--- src/rtl/scc_pkg.sv ---
`timescale 1ns / 1ps
// ----------------------------------------------------------------------------
// scc_pkg
// Shared types and constants of the set-associative LRU cache classifier.
// ----------------------------------------------------------------------------
package scc_pkg;

	// field widths
	localparam int SET_IDX_W = 8;
	localparam int TAG_W     = 32;
	localparam int CNT_W     = 32;
	localparam int WAYS_REG_W = 4;
	localparam int SETS_REG_W = 9;
	localparam int CFG_DATA_W = 9;

	// default geometry
	localparam int DEF_SETS = 256;
	localparam int DEF_WAYS = 8;

	// configuration register reset values
	localparam logic [WAYS_REG_W-1:0] WAYS_RST = 4'd8;
	localparam logic [SETS_REG_W-1:0] SETS_RST = 9'd256;

	// configuration register indexes
	typedef enum logic {
		CFG_WAYS = 1'b0,
		CFG_SETS = 1'b1
	} scc_cfg_idx_t;

	// access classification
	typedef enum logic [1:0] {
		OUT_HIT      = 2'd0,
		OUT_COLD     = 2'd1,
		OUT_CONFLICT = 2'd2,
		OUT_CAPACITY = 2'd3
	} scc_outcome_t;

	// lookup result of one set row
	typedef struct packed {
		logic hit;
		logic cold;
		logic evict;
		logic mark_full;
	} scc_lookup_t;

	// running totals
	typedef struct packed {
		logic [CNT_W-1:0] accesses;
		logic [CNT_W-1:0] capacity;
		logic [CNT_W-1:0] conflict;
		logic [CNT_W-1:0] cold;
		logic [CNT_W-1:0] hits;
	} scc_counts_t;

endpackage

--- src/rtl/scc_row_update.sv ---
`timescale 1ns / 1ps
// ----------------------------------------------------------------------------
// scc_row_update
// Tag lookup and true-LRU update of one set row: hit, fill of a free way,
// or eviction of the oldest way.
// ----------------------------------------------------------------------------
module scc_row_update
	import scc_pkg::*;
#(
	parameter int WAYS = DEF_WAYS,
	localparam int AW = (WAYS > 1) ? $clog2(WAYS) : 1,
	localparam int FW = $clog2(WAYS + 1)
) (
	input  logic [FW-1:0]         fill_in,
	input  logic                  full_in,
	input  logic [WAYS*AW-1:0]    ages_in,
	input  logic [WAYS*TAG_W-1:0] tags_in,
	input  logic [TAG_W-1:0]      tag,
	input  logic [FW-1:0]         act_ways,
	output logic [FW-1:0]         fill_out,
	output logic                  full_out,
	output logic [WAYS*AW-1:0]    ages_out,
	output logic [WAYS*TAG_W-1:0] tags_out,
	output scc_lookup_t           lk
);

	logic [WAYS-1:0] in_use;
	logic [WAYS-1:0] match;
	logic [WAYS-1:0] oldest;
	logic [AW-1:0]   hit_way;
	logic [AW-1:0]   victim;
	logic [AW-1:0]   hit_age;
	logic [AW-1:0]   top_age;
	logic            hit;
	logic            cold;
	logic            evict;

	// per-way compares; valid ways are always 0 .. fill-1
	always_comb begin
		top_age = AW'(fill_in - 1'b1);
		for (int w = 0; w < WAYS; w++) begin
			in_use[w] = (FW'(w) < fill_in);
			match[w]  = in_use[w] && (tags_in[w*TAG_W +: TAG_W] == tag);
			oldest[w] = in_use[w] && (ages_in[w*AW +: AW] == top_age);
		end
	end

	// lowest matching way and lowest oldest way
	always_comb begin
		hit_way = '0;
		victim  = '0;
		for (int w = WAYS - 1; w >= 0; w--) begin
			if (match[w]) begin
				hit_way = AW'(w);
			end
			if (oldest[w]) begin
				victim = AW'(w);
			end
		end
	end

	assign hit     = |match;
	assign cold    = !hit && (fill_in < act_ways);
	assign evict   = !hit && !cold;
	assign hit_age = ages_in[hit_way*AW +: AW];

	// new ages and tags
	always_comb begin
		ages_out = ages_in;
		tags_out = tags_in;
		for (int w = 0; w < WAYS; w++) begin
			if (hit) begin
				if (in_use[w] && (ages_in[w*AW +: AW] < hit_age)) begin
					ages_out[w*AW +: AW] = ages_in[w*AW +: AW] + 1'b1;
				end
				if (AW'(w) == hit_way) begin
					ages_out[w*AW +: AW] = '0;
				end
			end else if (cold) begin
				if (in_use[w]) begin
					ages_out[w*AW +: AW] = ages_in[w*AW +: AW] + 1'b1;
				end
				if (FW'(w) == fill_in) begin
					ages_out[w*AW +: AW]     = '0;
					tags_out[w*TAG_W +: TAG_W] = tag;
				end
			end else begin
				if (in_use[w]) begin
					ages_out[w*AW +: AW] = ages_in[w*AW +: AW] + 1'b1;
				end
				if (AW'(w) == victim) begin
					ages_out[w*AW +: AW]     = '0;
					tags_out[w*TAG_W +: TAG_W] = tag;
				end
			end
		end
	end

	assign fill_out     = cold ? (fill_in + 1'b1) : fill_in;
	assign full_out     = full_in | evict;
	assign lk.hit       = hit;
	assign lk.cold      = cold;
	assign lk.evict     = evict;
	assign lk.mark_full = evict & ~full_in;

endmodule

--- config.mk ---
export PLATFORM = sky130hd
export DESIGN_NAME = scc_row_update
export DESIGN_NICKNAME = d
export VERILOG_FILES = /design/src/rtl/scc_pkg.sv /design/src/rtl/scc_row_update.sv
export SDC_FILE = /design/constraint.sdc
export NUM_CORES = 1
export LEC_CHECK = 0
export BUFFER_PORTS_ARGS = -buffer_cell sky130_fd_sc_hd__buf_4
export CAP_MARGIN = 25
export CELL_PAD_IN_SITES_DETAIL_PLACEMENT = 1
export CELL_PAD_IN_SITES_GLOBAL_PLACEMENT = 1
export CORE_AREA = 2 2 239 241
export DETAILED_ROUTE_END_ITERATION = 12
export DIE_AREA = 0 0 241 243
export MAX_ROUTING_LAYER = met4
export PLACE_DENSITY_LB_ADDON = 0.1
export SETUP_SLACK_MARGIN = 0.15
export SLEW_MARGIN = 15
export SYNTH_ARGS = -nofsm -noshare
export SYNTH_HDL_FRONTEND = slang
export SYNTH_SLANG_ARGS = --single-unit
--- constraint.sdc ---
create_clock -name vclk -period 9
set_clock_uncertainty 0.05 [all_clocks]
set_input_delay 0.45 -clock vclk [all_inputs]
set_output_delay 0.45 -clock vclk [all_outputs]
set_load 0.02 [all_outputs]
==> results_dict.tcl <==
set metrics [dict create \
    outcome "finished clean" \
    cap_violations 0 \
    cp_slowest_cell "nor3_1" \
    grt_pass1_wl_um 106900 \
    worst-setup-path-type "in2out" \
    combinationalPowerShare_pct 100.0 \
    p_int_uw 485.6 \
    tns_ns 0 \
    layout.cells.most_common_list "buf_4 (624), mux2_2 (257), xor2_1 (192), xnor2_1 (90), nor4_1 (76)" \
    ys_warn_count 0 \
    relSlewSlack_pct 30.53 \
    dieWidth_um 241 \
    layout_commonest_cell "buf_4" \
    cpLargestDelayFamily "simple AND/OR/NAND/NOR gates" \
    grt_usage_pct 26.59 \
    crit_chain "buf_4 -> ha_1 -> a21oi_1 -> nor4_1 -> nand4_1 -> nor3_1 -> nand2b_1 -> a21oi_1 -> o21ba_2 -> o21ai_0 -> nor2_1 -> a211oi_1 -> a211oi_1 -> a21oi_1 -> buf_4 -> ha_1 -> or2_2 -> or2_2 -> o32ai_1 -> nor3_1 -> nor2b_1 -> o32a_1 -> buf_4" \
    syn_area_um2 9540 \
    cp.depth 23 \
    finalCritPeriodShare_pct 65.12 \
    synth_fp_nets 1573 \
    yosysSeqAreaShare_pct 0 \
    hold_viol 0 \
    viasPerCell 4.937 \
    yosys.area.top_type "mux2_2" \
    drcViolationCount 0 \
    rsz0062_at_grt "false" \
    io_pins 610 \
    routed_wl_um 79190 \
    slew_violations 0 \
    final_nets 2087 \
    grt_max_degree 33 \
    netlist.area_leader.share_pct 30.33 \
    num_rows 87 \
    io_buffers 610 \
    fin_ws_ns 3.140 \
    cts_resized 0 \
    critPathArrivalTime_ns 5.36 \
    gp_congestion 0.8862 \
    place_hpwl_um 64990 \
    worstPathRequired_ns 8.50 \
    antenna_found_initial 12 \
    vias 12380 \
    power.switching_uw 672.6 \
    p_leak_nw 6.313 \
    critPathCaptureType "output pin" \
    dp_slack_ns 3.163 \
    avgSynthCellArea_um2 7.763 \
    grt_pass1_vias 13180 \
    die_area_um2 58560 \
    drtPass1Iterations 5 \
    initial_core_util_pct 17.05 \
    n_sequential_cell 0 \
    crit_buf_inv 3 \
    pwr-share-seq_pct 0 \
    cp_slowest_stage_delay_ns 0.42 \
    ff_latch_area_um2 0 \
    nFillCells 6786 \
    syn2layout_area_growth_pct 54.37 \
    power_density_nw_per_um2 78.64 \
    netSwitchingFraction_pct 58.07 \
    fmax_mhz 170.6 \
    hold_path_depth 3 \
    p_clk_share_pct 0 \
    ir_drop_mv 0.05443 \
    synthCells 1229 \
    crit_fanout 15 \
    ys_types 83 \
    period_needed_ns 5.860 \
    wl_per_cell_um 31.57 \
    cts_setup_buffers 0 \
    hold_path.class "in2out" \
    multi_input_area_um2 8945 \
    start_kind "input pin" \
    cts_hold_buf 0 \
    synth_area_leaders "mux2_2 (30%), xor2_1 (18%), xnor2_1 (8.3%), nor4_1 (5.0%), ha_1 (3.0%)" \
    nClkBuffers 0 \
    ant_nets 0 \
    finalSetupViolations 0 \
    die_h_um 243 \
    drive_above_1_share_pct 52.61 \
    core_um2 55950 \
    worstMarginPinSlew_ns 1.040 \
    drt_iter0_markers 598 \
    grt-ovfl-total 0 \
]
## power by group through the flow
stage               clock network (mW)  logic, mW  registers (mW)
floorplan                            0      0.613               0
global placement                     0       1.16               0
detailed placement                   0       1.16               0
CTS                                  0       1.16               0
global route               0.000000134       1.22               0
finish                     0.000000136       1.16               0
## layout make-up
type,instances,share of cell area (%)
inverter,28,0.7136
multi-input combinational,1088,60.73
timing repair buffer,625,31.94
tap,756,6.423
antenna,11,0.1869
## path summary, 6_finish.rpt
kind | start | endpoint | slack [ns]
worst min-delay path | full_in | lk[0] | 1.13
worst max-delay path | fill_in[0] | ages_out[5] | 3.14
## synthesized netlist by cell type (all sizes together), types with 4 or more instances
library cell	count
a21oi	24
xor2	192
mux2	259
a21o	5
nand3	24
nand3b	4
ha	23
or2	8
a21boi	5
inv	28
maj3	4
nand4	46
o211a	4
mux2i	5
nor4b	4
a31oi	6
nand2b	5
a211oi	7
nor3	31
and2	10
a2111oi	4
clkbuf	59
or3	6
nand4b	4
o22ai	5
o31ai	5
nand2	58
o21bai	4
o21a	5
o211ai	6
or4	10
nor2	54
buf	54
nor4	79
xnor2	90
and3	9
o21ai	30
## logic make-up after synthesis
| group | count (synthesis) | share of synthesized area, % |
|---|---|---|
| AO/OA/AOI/OAI | 147 | 11.17 |
| XOR/XNOR | 282 | 25.89 |
| adder cells (fa/ha/maj) | 27 | 3.475 |
| buffers and inverters | 141 | 6.728 |
| multiplexers | 264 | 31.10 |
| AND/OR/NAND/NOR | 368 | 21.64 |
## per-layer routing
metal | vias up | GRT usage, % | part of all wire, %
li1 | 5557 | - | -
met1 | 6368 | 32.76 | 43
met2 | 423 | 48.32 | 52
met3 | 34 | 2.422 | 4.0
met4 | 0 | 2.124 | 0.96
met5 | - | - | 0
## per-stage QoR
stage / utilization [%] / hold WS [ns] / area, um2 / cells / power, mW
after floorplan: - / 0.9387 / 9540 / 1229 / 0.6127
after global placement: 26.24 / 1.116 / 14680 / 2496 / 1.158
after detailed placement: 26.27 / 1.131 / 14700 / 2497 / 1.158
after CTS: 26.27 / 1.131 / 14700 / 2497 / 1.163
after global routing: 26.31 / 1.147 / 14720 / 2506 / 1.216
final: 26.32 / 1.127 / 14730 / 2508 / 1.158
Power figures use the tool's default switching activity.
