`config.mk`:
```
export PLATFORM = sky130hd
export DESIGN_NAME = scc_stats
export DESIGN_NICKNAME = d
export VERILOG_FILES = /design/src/rtl/scc_pkg.sv /design/src/rtl/scc_stats.sv
export SDC_FILE = /design/constraint.sdc
export NUM_CORES = 1
export LEC_CHECK = 0
export ABC_AREA = 1
export BUFFER_PORTS_ARGS = -buffer_cell sky130_fd_sc_hd__buf_4
export CAP_MARGIN = 20
export CORE_ASPECT_RATIO = 0.9
export CORE_UTILIZATION = 58
export DETAILED_ROUTE_END_ITERATION = 6
export PLACE_DENSITY = 0.9
export SYNTH_ARGS = -nofsm -noshare
export SYNTH_HDL_FRONTEND = slang
export SYNTH_SLANG_ARGS = --single-unit
```
`constraint.sdc`:
```
create_clock -name clk -period 3.24 [get_ports clk]
set_input_delay 0.81 -clock clk [delete_from_list [all_inputs] [get_ports clk]]
set_output_delay 0.81 -clock clk [all_outputs]
set_load 0.02 [all_outputs]
```
`src/rtl/scc_pkg.sv`:
```
`timescale 1ns / 1ps
// ----------------------------------------------------------------------------
// scc_pkg
// Shared types and constants of the set-associative LRU cache classifier.
// ----------------------------------------------------------------------------
package scc_pkg;

	// field widths
	localparam int SET_IDX_W = 8;
	localparam int TAG_W     = 32;
	localparam int CNT_W     = 32;
	localparam int WAYS_REG_W = 4;
	localparam int SETS_REG_W = 9;
	localparam int CFG_DATA_W = 9;

	// default geometry
	localparam int DEF_SETS = 256;
	localparam int DEF_WAYS = 8;

	// configuration register reset values
	localparam logic [WAYS_REG_W-1:0] WAYS_RST = 4'd8;
	localparam logic [SETS_REG_W-1:0] SETS_RST = 9'd256;

	// configuration register indexes
	typedef enum logic {
		CFG_WAYS = 1'b0,
		CFG_SETS = 1'b1
	} scc_cfg_idx_t;

	// access classification
	typedef enum logic [1:0] {
		OUT_HIT      = 2'd0,
		OUT_COLD     = 2'd1,
		OUT_CONFLICT = 2'd2,
		OUT_CAPACITY = 2'd3
	} scc_outcome_t;

	// lookup result of one set row
	typedef struct packed {
		logic hit;
		logic cold;
		logic evict;
		logic mark_full;
	} scc_lookup_t;

	// running totals
	typedef struct packed {
		logic [CNT_W-1:0] accesses;
		logic [CNT_W-1:0] capacity;
		logic [CNT_W-1:0] conflict;
		logic [CNT_W-1:0] cold;
		logic [CNT_W-1:0] hits;
	} scc_counts_t;

endpackage

```
`src/rtl/scc_stats.sv`:
```
`timescale 1ns / 1ps
// ----------------------------------------------------------------------------
// scc_stats
// Miss classification, full-set count and saturating running totals.
// ----------------------------------------------------------------------------
module scc_stats
	import scc_pkg::*;
#(
	parameter int SETS = DEF_SETS,
	localparam int FSW = $clog2(SETS + 1),
	localparam int CMPW = (FSW > SETS_REG_W) ? FSW : SETS_REG_W
) (
	input  logic                  clk,
	input  logic                  arst_n,
	input  logic                  upd,
	input  scc_lookup_t           lk,
	input  logic [SETS_REG_W-1:0] sets_in_use,
	output scc_outcome_t          outcome,
	output scc_counts_t           counts
);

	localparam logic [CNT_W-1:0] CNT_MAX = '1;

	logic [FSW-1:0] full_sets_q;
	logic [FSW-1:0] full_sets_nx;
	logic           capacity;
	scc_outcome_t   outcome_q;
	scc_counts_t    counts_q;

	assign full_sets_nx = full_sets_q + FSW'(lk.mark_full);
	assign capacity     = (CMPW'(full_sets_nx) >= CMPW'(sets_in_use));

	// classify and count on each completed access
	always_ff @(posedge clk or negedge arst_n) begin
		if (!arst_n) begin
			full_sets_q <= '0;
			counts_q    <= '0;
			outcome_q   <= OUT_HIT;
		end else if (upd) begin
			full_sets_q <= full_sets_nx;
			if (counts_q.accesses != CNT_MAX) begin
				counts_q.accesses <= counts_q.accesses + 1'b1;
			end
			if (lk.hit) begin
				outcome_q <= OUT_HIT;
				if (counts_q.hits != CNT_MAX) counts_q.hits <= counts_q.hits + 1'b1;
			end else if (lk.cold) begin
				outcome_q <= OUT_COLD;
				if (counts_q.cold != CNT_MAX) counts_q.cold <= counts_q.cold + 1'b1;
			end else if (lk.evict && capacity) begin
				outcome_q <= OUT_CAPACITY;
				if (counts_q.capacity != CNT_MAX) begin
					counts_q.capacity <= counts_q.capacity + 1'b1;
				end
			end else begin
				outcome_q <= OUT_CONFLICT;
				if (counts_q.conflict != CNT_MAX) begin
					counts_q.conflict <= counts_q.conflict + 1'b1;
				end
			end
		end
	end

	assign outcome = outcome_q;
	assign counts  = counts_q;

endmodule

```
==> results of run 1 <==
==> state kept, by name, indices dropped and copies added, names as in the netlist <==
signal	cells
counts	160
full_sets_q	9
outcome	2
==> through the flow <==
| stage | hold WS [ps] | setup TNS (ps) | cell area (um^2) | util | std cells |
|---|---|---|---|---|---|
| floorplan | 453 | 0 | 11700 | - | 1806 |
| finish | 312 | 0 | 13800 | 0.711 | 2243 |
| global route | 348 | -422 | 13800 | 0.711 | 2243 |
| detailed placement | 472 | -8630 | 13300 | 0.682 | 2211 |
| CTS | 338 | 0 | 13800 | 0.710 | 2242 |
| global placement | 470 | -2110 | 13300 | 0.682 | 2211 |
==> area by class of cell <==
cell class	count	share of cell area
multi-input combinational	1462	0.482
inverter	133	0.0361
clock buffer	20	0.0323
timing repair buffer	196	0.112
sequential	171	0.309
tap	250	0.0226
clock inverter	11	0.00669
==> repair_timing <==
| item | 4_1_cts | 5_1_grt |
|---|---|---|
| hold endpoints to repair | 0 | 0 |
| endpoints found under the setup margin | 0 | 61 |
| gates resized for setup | 0 | 3 |
==> cell usage after synthesis (2+ instances only) <==
master      n
nand2_2     8
nor3_2      3
nand3_1    88
nor2_2      8
nand2_1   874
nand3_2     3
xnor2_1    42
buf_2      13
xor2_1     39
nor2_1    224
inv_1     122
nand4_1    43
dfrtp_1   171
ha_1       16
nand3b_1   38
a21oi_1     2
and2_1      2
nor2_4      7
buf_6      14
inv_2      11
nand2_4     2
o21ai_0    34
buf_4       3
nor3_1     23
buf_1       2
clkbuf_1    8
==> power by group through the flow <==
stage               Combinational [mW]  Clock [mW]  Sequential (mW)
finish                            1.03        1.92             2.50
global route                      1.14        2.03             2.53
CTS                               1.04        1.93             2.50
detailed placement                1.03           0             2.54
global placement                 0.990           0             2.53
floorplan                        0.506           0             2.64
==> cell families after synthesis <==
kind of cell	after synthesis	share of synthesized area
and+or+nand+nor	1327	0.474
buffers and inverters	173	0.0667
AOI/OAI and AO/OA	38	0.0167
xor gates and xnor gates	81	0.0605
DFF	171	0.365
adders and majority gates	16	0.0171
==> final timing paths <==
check,startpoint,endpoint,slack (ps),cells after the start
setup / recovery,lk[0],counts[122],270,21
hold / removal,arst_n,counts[149],310,1
max in group asynchronous,arst_n,counts[26],2100,2
hold reg to reg,full_sets_q[6],full_sets_q[6],490,2
min in group clk,full_sets_q[6],full_sets_q[6],490,2
setup reg to reg,full_sets_q[0],counts[122],390,20
==> worst max-delay path: cells and delay by family <==
| family | cells | cell delay [ps] |
|---|---|---|
| AND/OR/NAND/NOR | 14 | 1350 |
| adder cells (fa/ha/maj) | 3 | 680 |
| buffers and inverters | 4 | 490 |
==> layer usage <==
| layer | wire [um] | vias to the layer above | track usage |
|---|---|---|---|
| li1 | - | 5961 | - |
| met1 | 14200 | 5551 | 0.437 |
| met2 | 14700 | 566 | 0.493 |
| met3 | 2830 | 44 | 0.0576 |
| met4 | 683 | 0 | 0.111 |
| met5 | 0 | - | 0 |
==> impl_metrics.ini, run 1 <==
[timing]
relSlewSlack = 0.631
setup_violations = 0
fin_skew_ps = 12.9
worst_pin_slew_ps = 550
finalHoldViolations = 0
clock.fmax_mhz = 337
rsz0062_at_grt = yes
min_period_ps = 2970
timing.final.ws_setup_ps = 272
drv_slew = 0
fin_crit_sh = 0.916

[clock_network]
cts_buffer_depth = 2
cts.sinks = 171
htree_levels = 4
cts_tree = yes
hold_buffers = 0
clk_pin_slew_ps = 70
numCtsBuffers = 17
root_buffer = clkbuf_16
clk_latency_ps = 440
postCtsSetupBuffers = 0

[global_route]
grt_pass1_wl_mm = 53.3
gr-total-overflow = 0
antenna_found_initial = 0
grt_pass1_vias = 11000
grt_usage = 0.314
grt_max_degree = 60

[drt]
drt_iter0_markers = 1036
drt_first_pass_iters = 6
drc = 0
wirelength_mm = 32.4
drtAntennaViolNets = 0
routed_via_density = 5.40
vias = 12100
wire_per_inst_um = 14.4

[worst_setup_path]
path_class = in -> reg
cp_slowest_cell = ha_1
cp-start-kind = primary input
crit_path_max_incr_delay_ps = 280
arrival_ps = 3350
end_kind = register
path_max_fanout = 16
path_cells = buf_4 > ha_1 > ha_1 > and3_1 > nand3_1 > nor2_2 > nand2_1 > nand2_1 > and2_1 > ha_1 > nand2_1 > inv_1 > nand2_1 > nand3_1 > nand2_1 > inv_1 > nand2_2 > nor2_4 > clkbuf_16 > nand3_1 > nand2_1
cpMostUsedCell = nand2_1
crit_required_ps = 3620

[logic_synthesis]
synthTopCellsByArea = dfrtp_1 37%, nand2_1 28%, nor2_1 7.2%
async_flop_share = 1.00
synth_top_area_frac = 0.365
ys_types = 32
syn-num-nets = 1838
synth_area_mm2 = 0.0117
yosysSeqAreaShare = 0.365
yosysWarnings = 0
synthCells = 1806
avgSynthCellArea_um2 = 6.49
yosys.area.top_type = dfrtp_1
synth_ff_type = dfrtp_1
ys_ff_latch = 171
synth_edf_count = 0

[pwr]
clkPwrFrac = 0.352
switching_share = 0.321
switchingPower_mw = 1.75
p_leak_nw = 6.83
ir_drop_mv = 0.246
p_seq_frac = 0.459
powerDensity_mw_per_mm2 = 394
p_int_mw = 3.70
power.total_mw = 5.46
p_comb_frac = 0.189

[worst_hold_path]
hp-class = in -> async

[outcome]
status = completed

[finish]
nFillCells = 1664
multi_input_area_mm2 = 0.00667
syn_to_final_growth_pct = 18.1
diodes = 0
drive_gt1_frac = 0.136
layout_commonest_cell = nand2_1
ff_latch_area_mm2 = 0.00428
fin_nets = 2013
final_cell_mix = 874 x nand2_1, 223 x nor2_1, 189 x buf_4

[placed_design]
preCtsSetupSlack_ps = -174
place_congestion = 0.963
dpl.hpwl_mm = 23.9
portBuffers = 177

[floorplan]
die_h_um = 137
rows = 48
ioPinCount = 178
dieArea_mm2 = 0.0208
start_util = 0.602
design.core.area_mm2 = 0.0195
die_w_um = 152

[run]
max_cap_violations = 0
(Power assumes the default switching activity.)
==> run 2: changes to the inputs <==
--- a/config.mk
+++ b/config.mk
@@ -12,6 +12,8 @@
 export CORE_UTILIZATION = 58
 export DETAILED_ROUTE_END_ITERATION = 6
 export PLACE_DENSITY = 0.9
+export RECOVER_POWER = 100
+export SLEW_MARGIN = 20
 export SYNTH_ARGS = -nofsm -noshare
 export SYNTH_HDL_FRONTEND = slang
 export SYNTH_SLANG_ARGS = --single-unit
==> run 2 against run 1 <==
  * Setup slack improved by 1.7 ps
  * Clock power barely moved
  * Sequential cell count did not move
  * Final cell count did not move
  * Register-to-register slack barely moved
  * Largest cell class unchanged
  * Largest power group unchanged
==> impl_metrics.ini, run 2 (same netlist as run 1, synthesis figures left out) <==
[outcome]
status = completed

[clock_network]
root_buffer = clkbuf_16
cts_buffer_depth = 2
cts.sinks = 171
clk_pin_slew_ps = 60
cts_tree = yes
postCtsSetupBuffers = 0
numCtsBuffers = 17
hold_buffers = 0
clk_latency_ps = 450
cts_resized = 0
htree_levels = 4

[timing]
relSlewSlack = 0.0577
clock.fmax_mhz = 337
timing.final.ws_setup_ps = 273
setup_violations = 0
finalSetupTns_ps = 0
drv_slew = 0
fin_crit_sh = 0.916
whs_ps = 492
min_period_ps = 2970
rsz0062_at_grt = yes
finalHoldViolations = 0
worst_pin_slew_ps = 1410
fin_skew_ps = 12.6

[drt]
routed_via_density = 5.40
drt_first_pass_iters = 5
wire_per_inst_um = 14.4
vias = 12100
wirelength_mm = 32.3
drc = 0
drtAntennaViolNets = 0
drt_iter0_markers = 1010

[pwr]
powerDensity_mw_per_mm2 = 395
ir_drop_mv = 0.246
p_leak_nw = 6.82

[floorplan]
design.core.area_mm2 = 0.0195
dieArea_mm2 = 0.0208
start_util = 0.602
rows = 48
die_w_um = 152
die_h_um = 137
ioPinCount = 178

[worst_setup_path]
crit_required_ps = 3620
r2r_slack_ps = 390
arrival_ps = 3350
rr_worst_depth = 20
rr_startpoint = full_sets_q[0]
path_class = in -> reg
cp-start-kind = primary input
end_kind = register
path_max_fanout = 16
reg2reg_to = counts[122]

[finish]
drive_gt1_frac = 0.136
fin_nets = 2013
post-route-cell-area_mm2 = 0.0138
final_core_util = 0.710
final_cell_mix = 874 x nand2_1, 223 x nor2_1, 186 x buf_4
syn_to_final_growth_pct = 17.9
largest_reg_flops = 160
layout_commonest_cell = nand2_1
diodes = 0

[worst_hold_path]
hp-class = reg -> reg
hold_start = full_sets_q[6]
hold_end = full_sets_q[6]
holdPathStages = 2

[placed_design]
portBuffers = 177
preCtsSetupSlack_ps = -174
place_congestion = 0.963
dpl.hpwl_mm = 23.9
placed_area_mm2 = 0.0133

[global_route]
antenna_found_initial = 0
grt_pass1_wl_mm = 53.3
grt_max_degree = 60
grt_pass1_vias = 11000
gr-total-overflow = 0
grt_usage = 0.314

[run]
max_cap_violations = 0
==> run 2: power breakdown <==
group	internal [mW]	switching (mW)	leakage (nW)
Sequential	2.28	0.224	2.35
Combinational	0.412	0.615	4.21
Clock	1.01	0.914	0.253
Total	3.70	1.75	6.82
==> run 2: worst max-delay path by stage <==
| stage | startpoint | to | cells after the start |
|---|---|---|---|
| 2_1_floorplan | lk[0] | counts[85] | 16 |
| 6_report | lk[0] | counts[122] | 21 |
| 3_3_place_gp | lk[0] | counts[68] | 15 |
| 5_1_grt | lk[0] | counts[105] | 20 |
| 3_5_place_dp | lk[0] | counts[118] | 20 |
| 4_1_cts | lk[0] | counts[107] | 20 |
==> run 2: cell type report <==
cell class                      count  area, um^2
Timing Repair Buffer              196        1520
Clock inverter                     11        92.6
Tap cell                          250         313
Fill cell                        1665        5640
Inverter                          133         499
Clock buffer                       20         447
Sequential cell                   171        4280
Multi-Input combinational cell   1462        6670
==> run 2: critical path, cell delays in order <==
cell	delay [ps]
buf_4	120
ha_1	200
ha_1	200
and3_1	190
nand3_1	100
nor2_2	60
nand2_1	50
nand2_1	60
and2_1	140
ha_1	280
nand2_1	50
inv_1	80
nand2_1	80
nand3_1	90
nand2_1	60
inv_1	80
nand2_2	130
nor2_4	190
clkbuf_16	210
nand3_1	80
nand2_1	70
==> run 2: stage by stage <==
stage	instances	total power [mW]
final	2243	5.45
after CTS	2242	5.47
after floorplan	1806	3.14
after detailed placement	2211	3.57
after global placement	2211	3.52
after global routing	2243	5.69
==> run 2: per-layer routing <==
layer,GRT usage,part of all wire,vias to the layer above
met5,0,0,-
met4,0.111,0.022,0
met3,0.0576,0.087,50
met2,0.493,0.45,565
met1,0.437,0.44,5528
li1,-,-,5964
==> run 3: changes to the inputs <==
--- a/config.mk
+++ b/config.mk
@@ -13,6 +13,7 @@
 export DETAILED_ROUTE_END_ITERATION = 6
 export PLACE_DENSITY = 0.9
 export RECOVER_POWER = 100
+export SETUP_SLACK_MARGIN = 0.4
 export SLEW_MARGIN = 20
 export SYNTH_ARGS = -nofsm -noshare
 export SYNTH_HDL_FRONTEND = slang
==> run 3 against run 2 <==
  * The flow now finishes with violations (capacitance limit, slew limit)
  * Global-route usage increased by 1.4 points
  * Wire length is 7.3% higher
  * Fmax grew 0.26%
  * Critical path depth unchanged
  * Via count rose by 2.6%
  * Clock-buffer cell count unchanged
  * Utilization is 0.90 points lower
  * First-iteration DRC count up 4.8%
  * Sequential power hardly changed
  * Clock skew about the same
  * Final area shrank 1.3%
  * Die area unchanged
  * Critical path type unchanged
  * Largest cell class unchanged
  * Largest power group unchanged
  * Highest routed layer unchanged
==> impl_metrics.ini, run 3 (same netlist as run 1, synthesis figures left out) <==
[timing]
min_period_ps = 2960
drv_slew = 67
worst_pin_slew_ps = 1740
finalHoldViolations = 0
clock.fmax_mhz = 338
fin_crit_sh = 0.913
setup_violations = 0
relSlewSlack = -0.159
fin_skew_ps = 12.6
rsz0062_at_grt = yes
finalSetupTns_ps = 0
timing.final.ws_setup_ps = 281

[global_route]
grt_pass1_vias = 11300
grt_max_degree = 68
antenna_found_initial = 0
grt_pass1_wl_mm = 55.0
gr-total-overflow = 0
grt_usage = 0.328

[pwr]
switching_share = 0.310
switchingPower_mw = 1.82
ir_drop_mv = 0.363
p_leak_nw = 6.30
powerDensity_mw_per_mm2 = 430
p_comb_frac = 0.182
p_int_mw = 4.05
p_seq_frac = 0.428
clkPwrFrac = 0.390

[finish]
drive_gt1_frac = 0.0659
fin_nets = 2022
final_cell_mix = 868 x nand2_1, 226 x nor2_1, 171 x dfrtp_1
layout.cells.non_filler = 2252
syn_to_final_growth_pct = 16.4
nFillCells = 1750
diodes = 0
largest_reg_flops = 160
layout_commonest_cell = nand2_1

[clock_network]
cts.sinks = 171
clk_pin_slew_ps = 60
hold_buffers = 0
cts_tree = yes
numCtsBuffers = 17
clk_latency_ps = 440
htree_levels = 4
root_buffer = clkbuf_16
cts_buffer_depth = 2

[placed_design]
preCtsSetupSlack_ps = -191
dpl.hpwl_mm = 23.6
dp.cells = 2204
place_congestion = 0.981
portBuffers = 177

[drt]
routed_via_density = 5.52
routed-wl-met2_mm = 15.9
wire_per_inst_um = 15.4
drt_iter0_markers = 1058
highest_layer = met4
drt_first_pass_iters = 6
drtAntennaViolNets = 0
wl_met1_mm = 14.9
wl_met3_mm = 3.03
drc = 0
wirelength_mm = 34.7
vias = 12400

[worst_setup_path]
path_cells = clkbuf_1 > ha_1 > ha_1 > and3_4 > nand3_4 > nor2_4 > nand3_1 > and2_4 > ha_4 > nand2_4 > inv_6 > nand2_4 > nand3_2 > nand2_2 > inv_4 > nand2_8 > nor2_4 > buf_6 > buf_16 > nand3_1 > nand2_1
crit_required_ps = 3600
cpLargestDelayFamily = simple AND/OR/NAND/NOR gates
critPathBufInv = 5
end_kind = register
path_class = in -> reg
arrival_ps = 3320
crit_path_max_incr_delay_ps = 280
cp_slowest_cell = ha_4
path_max_fanout = 8
cp-start-kind = primary input

[run]
max_cap_violations = 1

[floorplan]
design.core.area_mm2 = 0.0195
dieArea_mm2 = 0.0208
die_h_um = 137
ioPinCount = 178
start_util = 0.602
rows = 48
die_w_um = 152

[outcome]
failed_checks = capacitance limit, slew limit
status = finished with violations

[worst_hold_path]
hp-class = reg -> reg
-- run 3: tightest hold or removal path, cell delays in order (launching register included) --
cell	delay, ps
dfrtp_1	360
nand2_1	50
o21ai_0	60
-- run 3: final timing paths --
check,from,to,slack [ps],cells past startpoint
worst max-delay path,lk[0],counts[106],280,21
worst min-delay path,full_sets_q[0],full_sets_q[0],500,2
worst max register to register,full_sets_q[0],counts[106],370,20
worst min register to register,full_sets_q[0],full_sets_q[0],500,2
max in group asynchronous,arst_n,counts[117],700,2
min in group asynchronous,arst_n,counts[145],830,1
-- run 3: per-layer routing --
metal | track usage | up-vias
met3 | 0.0595 | 100
met1 | 0.444 | 5676
met4 | 0.126 | 0
met2 | 0.525 | 619
met5 | 0 | -
li1 | - | 6025
-- run 3: repair_timing --
item,4_1_cts,5_1_grt
hold endpoints to repair,0,0
pin swaps,6,22
gates resized for setup,8,46
cloned,6,3
setup endpoints to repair,63,65
setup buffers,3,5
-- run 3: cell type report --
cell class	instances	area, um^2	area share
inverter	133	507	0.0371
timing repair buffer	199	980	0.0718
clock inverter	11	190	0.0139
tap	250	313	0.0229
sequential	171	4280	0.314
clock buffer	20	457	0.0335
multi-input combinational	1468	6920	0.507
-- run 3: through the flow --
stage                     hold slack, ps  utilization  total power [mW]  instance area [um^2]
after floorplan                      453            -              3.18                 11800
final                                502        0.701              5.87                 13600
after detailed placement             486        0.682              3.58                 13300
after global routing                 540        0.701              6.12                 13600
after CTS                            404        0.724              5.93                 14100
after global placement               480        0.682              3.53                 13300
-- run 3: power groups by stage --
stage / logic, mW / clock network, mW / registers, mW
after CTS: 1.12 / 2.31 / 2.51
after global routing: 1.18 / 2.40 / 2.53
after floorplan: 0.534 / 0 / 2.64
after detailed placement: 1.04 / 0 / 2.55
after global placement: 0.993 / 0 / 2.54
final: 1.07 / 2.29 / 2.51
